<file path="src/rtl/csps_pkg.sv">
// Package for the clock synthesiser parameter search: widths, tables, item types
// and the candidate list. No dependencies.
`timescale 1ns / 1ps

package csps_pkg;

    // search space
    localparam int D_MAX        = 10;
    localparam int FB_MAX       = 64;
    localparam int FB_MIN_PER_D = 6;
    localparam int FB_MAX_PER_D = 12;
    localparam int DIV_MAX      = 128;

    localparam longint unsigned REF_HZ = 64'd100000000;

    // datapath widths
    localparam int F5W   = 31;  // 5x target frequency
    localparam int DEN_W = 34;  // D * F
    localparam int R1W   = 35;  // rounding division remainder
    localparam int Q1W   = 28;  // output divider quotient
    localparam int R2W   = 33;  // REF * M
    localparam int DV2W  = 32;  // D * O
    localparam int Q2W   = 31;  // achieved frequency quotient
    localparam int ERR_W = 31;

    localparam logic [ERR_W-1:0] START_ERR = 31'd2000000000;

    // entry stage + divider steps + multiply stage
    localparam int CELL_LAT = Q1W + Q2W + 2;

    // x / 5 == (x * RECIP5) >> RECIP5_SH for any 32-bit x
    localparam logic [31:0] RECIP5    = 32'hCCCCCCCD;
    localparam int          RECIP5_SH = 34;

    localparam logic [19:0] LOCK_LO20    = 20'hFA401;
    localparam logic [13:0] DIV_ONE_WORD = 14'h1041;

    // upper 20 bits of the lock entries, indexed by M-1
    localparam logic [19:0] LOCK_HI [64] = '{
        20'h31BE8, 20'h31BE8, 20'h423E8, 20'h5AFE8, 20'h73BE8, 20'h8C7E8, 20'h9CFE8, 20'hB5BE8,
        20'hCE7E8, 20'hE73E8, 20'hFFF84, 20'hFFF39, 20'hFFEEE, 20'hFFEBC, 20'hFFE8A, 20'hFFE71,
        20'hFFE3F, 20'hFFE26, 20'hFFE0D, 20'hFFDF4, 20'hFFDDB, 20'hFFDDB, 20'hFFDC2, 20'hFFDA9,
        20'hFFD90, 20'hFFD90, 20'hFFD77, 20'hFFD77, 20'hFFD5E, 20'hFFD5E, 20'hFFD45, 20'hFFD45,
        20'hFFD2C, 20'hFFD2C, 20'hFFD2C, 20'hFFD13, 20'hFFD13, 20'hFFD13, 20'hFFCFA, 20'hFFCFA,
        20'hFFCFA, 20'hFFCFA, 20'hFFCFA, 20'hFFCFA, 20'hFFCFA, 20'hFFCFA, 20'hFFCFA, 20'hFFCFA,
        20'hFFCFA, 20'hFFCFA, 20'hFFCFA, 20'hFFCFA, 20'hFFCFA, 20'hFFCFA, 20'hFFCFA, 20'hFFCFA,
        20'hFFCFA, 20'hFFCFA, 20'hFFCFA, 20'hFFCFA, 20'hFFCFA, 20'hFFCFA, 20'hFFCFA, 20'hFFCFA
    };

    // loop filter entries, indexed by M-1
    localparam logic [9:0] FILT_TAB [64] = '{
        10'h05F, 10'h057, 10'h07B, 10'h05B, 10'h06B, 10'h073, 10'h073, 10'h073,
        10'h073, 10'h04B, 10'h04B, 10'h04B, 10'h0B3, 10'h053, 10'h053, 10'h053,
        10'h053, 10'h053, 10'h053, 10'h053, 10'h053, 10'h053, 10'h053, 10'h063,
        10'h063, 10'h063, 10'h063, 10'h063, 10'h063, 10'h063, 10'h063, 10'h063,
        10'h063, 10'h063, 10'h063, 10'h063, 10'h063, 10'h093, 10'h093, 10'h093,
        10'h093, 10'h093, 10'h093, 10'h093, 10'h093, 10'h093, 10'h093, 10'h0A3,
        10'h0A3, 10'h0A3, 10'h0A3, 10'h0A3, 10'h0A3, 10'h0A3, 10'h0A3, 10'h0A3,
        10'h0A3, 10'h0A3, 10'h0A3, 10'h0A3, 10'h0A3, 10'h0A3, 10'h0A3, 10'h0A3
    };

    typedef struct packed {
        logic [27:0] pixel_freq_hz;
    } in_item_t;

    typedef struct packed {
        logic        valid_res;
        logic [3:0]  main_div;
        logic [6:0]  fb_mult;
        logic [7:0]  out_div;
        logic [27:0] achieved_freq_hz;
        logic [28:0] error_hz;
        logic [23:0] clk_out_word;
        logic [23:0] fb_word;
        logic [13:0] div_word;
        logic [31:0] lock_low;
        logic [25:0] filter_lock_high;
    } out_item_t;

    // running best, handed from cell to cell
    typedef struct packed {
        logic             valid;
        logic [F5W-1:0]   f5;
        logic [ERR_W-1:0] err;
        logic [Q2W-1:0]   freq;
        logic [3:0]       d;
        logic [6:0]       m;
        logic [Q1W-1:0]   o;
        logic             found;
    } best_t;

    // highest feedback multiplier for a given input divider
    function automatic int fb_hi(input int d);
        int hi;
        hi = d * FB_MAX_PER_D;
        if (hi > FB_MAX)
            hi = FB_MAX;
        return hi;
    endfunction

    function automatic int cand_count();
        int c;
        c = 0;
        for (int d = 1; d <= D_MAX; d++)
            c += fb_hi(d) - d * FB_MIN_PER_D + 1;
        return c;
    endfunction

    // input divider of the k-th candidate, D outer and M inner
    function automatic int cand_d(input int k);
        int c;
        int dd;
        c  = 0;
        dd = 0;
        for (int d = 1; d <= D_MAX; d++)
            for (int m = d * FB_MIN_PER_D; m <= fb_hi(d); m++)
            begin
                if (c == k)
                    dd = d;
                c++;
            end
        return dd;
    endfunction

    function automatic int cand_m(input int k);
        int c;
        int mm;
        c  = 0;
        mm = 0;
        for (int d = 1; d <= D_MAX; d++)
            for (int m = d * FB_MIN_PER_D; m <= fb_hi(d); m++)
            begin
                if (c == k)
                    mm = m;
                c++;
            end
        return mm;
    endfunction

    localparam int NUM_CANDS = cand_count();

    // high/low divider word; a divide by one sets the no-count bit
    function automatic logic [13:0] div_encode(input logic [7:0] n);
        logic [7:0]  h;
        logic [7:0]  l;
        logic [13:0] w;
        h = n >> 1;
        l = n - h;
        if (n == 8'd1)
            w = DIV_ONE_WORD;
        else
            w = {n[0], 1'b0, h[5:0], l[5:0]};
        return w;
    endfunction

    function automatic logic [23:0] count_encode(input logic [7:0] n);
        logic [13:0] w;
        w = div_encode(n);
        return {w[13:12], 10'd0, w[11:0]};
    endfunction

endpackage

</file>
<file path="src/rtl/csps_encode.sv">
// Result encoding: divide by five, divider/count words, lock and filter
// lookups, and the output register. Uses csps_pkg.
`timescale 1ns / 1ps

module csps_encode (
    input  logic                clk,
    input  logic                rst_n,
    input  logic                en,
    input  csps_pkg::best_t     best_in,
    output csps_pkg::out_item_t item_out,
    output logic                valid_out
);
    import csps_pkg::*;

    logic        ok;
    logic [5:0]  idx;
    logic [19:0] lock_hi;
    logic [31:0] err32;
    logic [31:0] freq32;
    logic [63:0] err_prod_next;
    logic [63:0] freq_prod_next;
    logic [23:0] clk_word_next;
    logic [23:0] fb_word_next;
    logic [13:0] div_word_next;
    logic [31:0] lock_low_next;
    logic [25:0] flh_next;

    logic        e1_valid_reg;
    logic        ok_reg;
    logic [3:0]  d_reg;
    logic [6:0]  m_reg;
    logic [7:0]  o_reg;
    logic [63:0] err_prod_reg;
    logic [63:0] freq_prod_reg;
    logic [23:0] clk_word_reg;
    logic [23:0] fb_word_reg;
    logic [13:0] div_word_reg;
    logic [31:0] lock_low_reg;
    logic [25:0] flh_reg;

    logic        out_valid_reg;
    out_item_t   out_item_next;
    out_item_t   out_item_reg;

    // result is usable only when the output divider fits
    assign ok      = best_in.found && (best_in.o != '0) && (best_in.o <= Q1W'(DIV_MAX));
    assign idx     = 6'(best_in.m - 7'd1);
    assign lock_hi = LOCK_HI[idx];

    assign err32          = 32'(best_in.err);
    assign freq32         = 32'(best_in.freq);
    assign err_prod_next  = err32 * RECIP5;
    assign freq_prod_next = freq32 * RECIP5;

    always_comb
    begin
        clk_word_next = '0;
        fb_word_next  = '0;
        div_word_next = '0;
        lock_low_next = '0;
        flh_next      = '0;
        if (ok)
        begin
            clk_word_next = count_encode(best_in.o[7:0]);
            fb_word_next  = count_encode({1'b0, best_in.m});
            div_word_next = div_encode({4'd0, best_in.d});
            lock_low_next = {lock_hi[11:0], LOCK_LO20};
            flh_next      = {FILT_TAB[idx], 8'd0, lock_hi[19:12]};
        end
    end

    // stage one: products and table words
    always_ff @(posedge clk or negedge rst_n)
    begin
        if (!rst_n)
            e1_valid_reg <= 1'b0;
        else if (en)
            e1_valid_reg <= best_in.valid;
    end

    always_ff @(posedge clk)
    begin
        if (en)
        begin
            ok_reg        <= ok;
            d_reg         <= best_in.d;
            m_reg         <= best_in.m;
            o_reg         <= best_in.o[7:0];
            err_prod_reg  <= err_prod_next;
            freq_prod_reg <= freq_prod_next;
            clk_word_reg  <= clk_word_next;
            fb_word_reg   <= fb_word_next;
            div_word_reg  <= div_word_next;
            lock_low_reg  <= lock_low_next;
            flh_reg       <= flh_next;
        end
    end

    // stage two: output register
    always_comb
    begin
        out_item_next.valid_res        = ok_reg;
        out_item_next.main_div         = d_reg;
        out_item_next.fb_mult          = m_reg;
        out_item_next.out_div          = o_reg;
        out_item_next.achieved_freq_hz = 28'(freq_prod_reg >> RECIP5_SH);
        out_item_next.error_hz         = 29'(err_prod_reg >> RECIP5_SH);
        out_item_next.clk_out_word     = clk_word_reg;
        out_item_next.fb_word          = fb_word_reg;
        out_item_next.div_word         = div_word_reg;
        out_item_next.lock_low         = lock_low_reg;
        out_item_next.filter_lock_high = flh_reg;
    end

    always_ff @(posedge clk or negedge rst_n)
    begin
        if (!rst_n)
            out_valid_reg <= 1'b0;
        else if (en)
            out_valid_reg <= e1_valid_reg;
    end

    always_ff @(posedge clk)
    begin
        if (en)
            out_item_reg <= out_item_next;
    end

    assign valid_out = out_valid_reg;
    assign item_out  = out_item_reg;

endmodule

</file>
<file path="config.mk">
export PLATFORM = sky130hd
export DESIGN_NAME = csps_encode
export DESIGN_NICKNAME = d
export VERILOG_FILES = /design/src/rtl/csps_pkg.sv /design/src/rtl/csps_encode.sv
export SDC_FILE = /design/constraint.sdc
export NUM_CORES = 2
export LEC_CHECK = 0
export ABC_AREA = 0
export CAP_MARGIN = 20
export CORE_ASPECT_RATIO = 1.4
export CORE_MARGIN = 4
export CORE_UTILIZATION = 55
export CTS_BUF_LIST = sky130_fd_sc_hd__clkbuf_16
export DETAILED_ROUTE_END_ITERATION = 10
export DONT_BUFFER_PORTS = 1
export GPL_TIMING_DRIVEN = 0
export PLACE_DENSITY = 0.7
export RECOVER_POWER = 25
export SYNTH_ARGS = -nofsm -noshare
export SYNTH_HDL_FRONTEND = slang
export SYNTH_SLANG_ARGS = --single-unit
export TNS_END_PERCENT = 100
</file>
<file path="constraint.sdc">
create_clock -name clk -period 1.1 [get_ports clk]
set_clock_uncertainty 0.15 [all_clocks]
set_input_delay 0.22 -clock clk [delete_from_list [all_inputs] [get_ports clk]]
set_output_delay 0.22 -clock clk [all_outputs]
set_load 0.01 [all_outputs]
</file>
==> flow_summary.yaml <==
synth:
  yosysUniqueCellTypes: 71
  seq_area_frac_synth: 0.245
  syn_area_per_cell_um2: 11.3
  synthArstFlopShare: 0.00725
  syn_area_um2: 33800
  yosysWarnings: 0
  syn-instance-count: 2995
  synth_edf_count: 274
  synth-main-ff-cell: "edfxtp_1"
  synth-seq-cells: 276
routing:
  drtPass1Iterations: 7
  wire_per_inst_um: 20.7
  top_layer_used: "met4"
  wl_met1_um: 31700
  drc: 0
  vias_per_cell: 5.39
  drtIter0Drc: 863
  wl_met3_um: 3550
  vias: 22200
  wl_met2_um: 46100
  wirelength_um: 85200
  antenna_left: 0
die:
  core.rowCount: 107
  start_util: 0.555
  io_pins: 335
  dieWidth_um: 218
  fp.coreArea_um2: 60900
  die_area_um2: 65500
  fp.dieH_um: 301
timing:
  timing.slew.headroom: 0.337
  fmax_mhz: 149
  grt_setup_unrepaired: "yes"
  tightest_slew_ps: 991
  hold_viol_final: 254
  min_period_over_period: 6.12
  slew_violations: 0
  min_period_ps: 6730
  hold_ws_ps: -340
  final-setup-viol-count: 271
  fin_ws_ps: -5630
  tns_ps: -402340
global_routing:
  grt_usage: 0.252
  grt_pass1_wl_um: 130000
  grt_pass1_vias: 24300
  grt_max_degree: 277
  overflow: 0
  antenna_found_initial: 0
setup_path:
  r2r_end: "valid_out$_DFFE_PN0P_"
  crit_fanout: 4
  worstSetupPathType: "input pin to flop"
  worstPathRequired_ps: 1220
  crit_top_cell: "fa_1"
  reg2reg_depth: 1
  cpPeakStageDelay_ps: 650
  r2r_slack_ps: 140
  cp_slowest_cell: "fa_2"
  start_kind: "input pin"
  worstSetupEndpointType: "flop"
  arrival_ps: 6850
  r2r-start: "valid_out$_DFFE_PN0P_"
layout:
  final_common_cell: "inv_1"
  largest_reg_flops: 137
  num_antenna_cells: 0
  fillCellCount: 4440
  post-route-util: 0.670
  mostFrequentLayoutCells: "639 x inv_1, 569 x ha_1, 408 x fa_1"
  drive_gt1_frac: 0.231
  seqCellArea_um2: 8280
  area_delta_synth_final_pct: 20.7
  num-nets-final: 4530
  multi_input_area_um2: 25000
clocking:
  path_clk_slew_ps: 80
  cts_buffers: 22
  root_buffer: "clkbuf_16"
  htree_levels: 1
  clk_path_buf_depth: 3
  insertion_delay_ps: 520
  cts_tree: "built"
  cts_sinks: 276
run_status:
  failed_checks: "hold timing, setup timing"
  outcome: "finished, violations left"
min_path:
  hold_end: "item_out[104]$_DFFE_PP_"
  hp-class: "input pin to flop"
  hold_depth: 0
  min_from: "en"
placed_design:
  dp_hpwl_um: 68800
  place_congestion: 0.954
  io_buffers: 0
flow_run:
  max_cap_violations: 0
## through the flow
stage	instance area, um^2	setup WS (ps)	instances
after floorplan	34900	-5600	3039
after global placement	35900	-6800	3856
after detailed placement	35900	-6840	3856
after CTS	39200	-5630	4036
after global routing	40800	-5750	4121
final	40800	-5630	4121
## worst max-delay path: cells and delay by family
kind,cells,cell delay (ps)
compound gates,5,1190
simple gates,4,590
xor+xnor,1,130
fa+ha+maj,9,4260
buf+inv,7,420
## per-layer routing
metal | track usage | up-vias
li1 | - | 10300
met1 | 0.289 | 11100
met2 | 0.483 | 588
met3 | 0.0263 | 186
met4 | 0.0906 | 0
met5 | 0 | -
## worst max-delay path by stage
stage | start | end | depth (start not counted)
2_1_floorplan | best_in[45] | freq_prod_reg[61]$_DFFE_PP_ | 25
3_3_place_gp | best_in[48] | freq_prod_reg[58]$_DFFE_PP_ | 24
3_5_place_dp | best_in[48] | freq_prod_reg[58]$_DFFE_PP_ | 24
4_1_cts | best_in[45] | freq_prod_reg[61]$_DFFE_PP_ | 25
5_1_grt | best_in[45] | freq_prod_reg[61]$_DFFE_PP_ | 25
6_report | best_in[45] | freq_prod_reg[58]$_DFFE_PP_ | 26
## final cells by class
| cell class | count | share of cell area |
|---|---|---|
| multi-input combinational | 1969 | 0.612 |
| sequential | 276 | 0.203 |
| inverter | 708 | 0.0691 |
| timing repair buffer | 230 | 0.0546 |
| tap | 817 | 0.0251 |
| buffer | 82 | 0.0190 |
| clock buffer | 22 | 0.0135 |
| clock inverter | 16 | 0.00334 |
| timing repair inverter | 1 | 0.000276 |
## logic make-up (layout without fill, tap and decap cells)
family                   after synthesis  in the layout  synth area share
other                                  1             45          0.000111
AO/OA/AOI/OAI                        379            379            0.0723
AND/OR/NAND/NOR                      325            327            0.0461
XOR/XNOR                             112            112            0.0290
multiplexers                           3              3          0.000962
buffers and inverters                796           1059            0.0952
adder cells (fa/ha/maj)             1103           1103             0.511
flip-flops                           276            276             0.245
## synth_stat cells (3+ instances only)
cell / number / area share
nand4_1: 21 / 0.0039
nor4_1: 10 / 0.0019
o31ai_1: 6 / 0.0013
o2111ai_1: 3 / 0.00078
nor2_1: 109 / 0.012
o22ai_1: 3 / 0.00056
o211a_1: 4 / 0.0012
nand2_1: 76 / 0.0084
a311oi_1: 6 / 0.0016
a22oi_1: 3 / 0.00067
edfxtp_1: 274 / 0.24
a211o_1: 6 / 0.0016
o211ai_1: 4 / 0.00089
nor3_1: 14 / 0.0021
a21oi_1: 125 / 0.019
o21ai_0: 60 / 0.0089
nand2b_1: 8 / 0.0015
or2_2: 9 / 0.0017
o21a_1: 6 / 0.0013
xnor2_1: 65 / 0.017
clkbuf_1: 26 / 0.0029
fa_1: 464 / 0.27
nor2b_1: 10 / 0.0019
ha_1: 639 / 0.24
or3_1: 6 / 0.0011
o21ai_1: 5 / 0.00074
a31oi_1: 11 / 0.0020
inv_1: 707 / 0.079
a221o_1: 3 / 0.00089
o21bai_1: 15 / 0.0033
a21boi_0: 5 / 0.0011
nor3b_1: 4 / 0.00089
and2_1: 13 / 0.0024
buf_4: 60 / 0.013
nand3_1: 20 / 0.0030
xor2_1: 47 / 0.012
and3_1: 13 / 0.0024
a21o_1: 80 / 0.018
a2111oi_0: 3 / 0.00078
and4_1: 4 / 0.0010
a211oi_1: 9 / 0.0020
## repair_timing
item / in CTS / in global routing
cloned: 8 / 2
hold buffers: 22 / 12
setup endpoints to repair: 271 / 271
gates resized for setup: 293 / 296
hold endpoints to repair: 328 / 289
buffers inserted: 118 / 83
pin swaps: 154 / 155
Power is left out: the tool's default activity adds up to more than one toggle a clock period on the data nets, which glitch-free logic cannot reach.
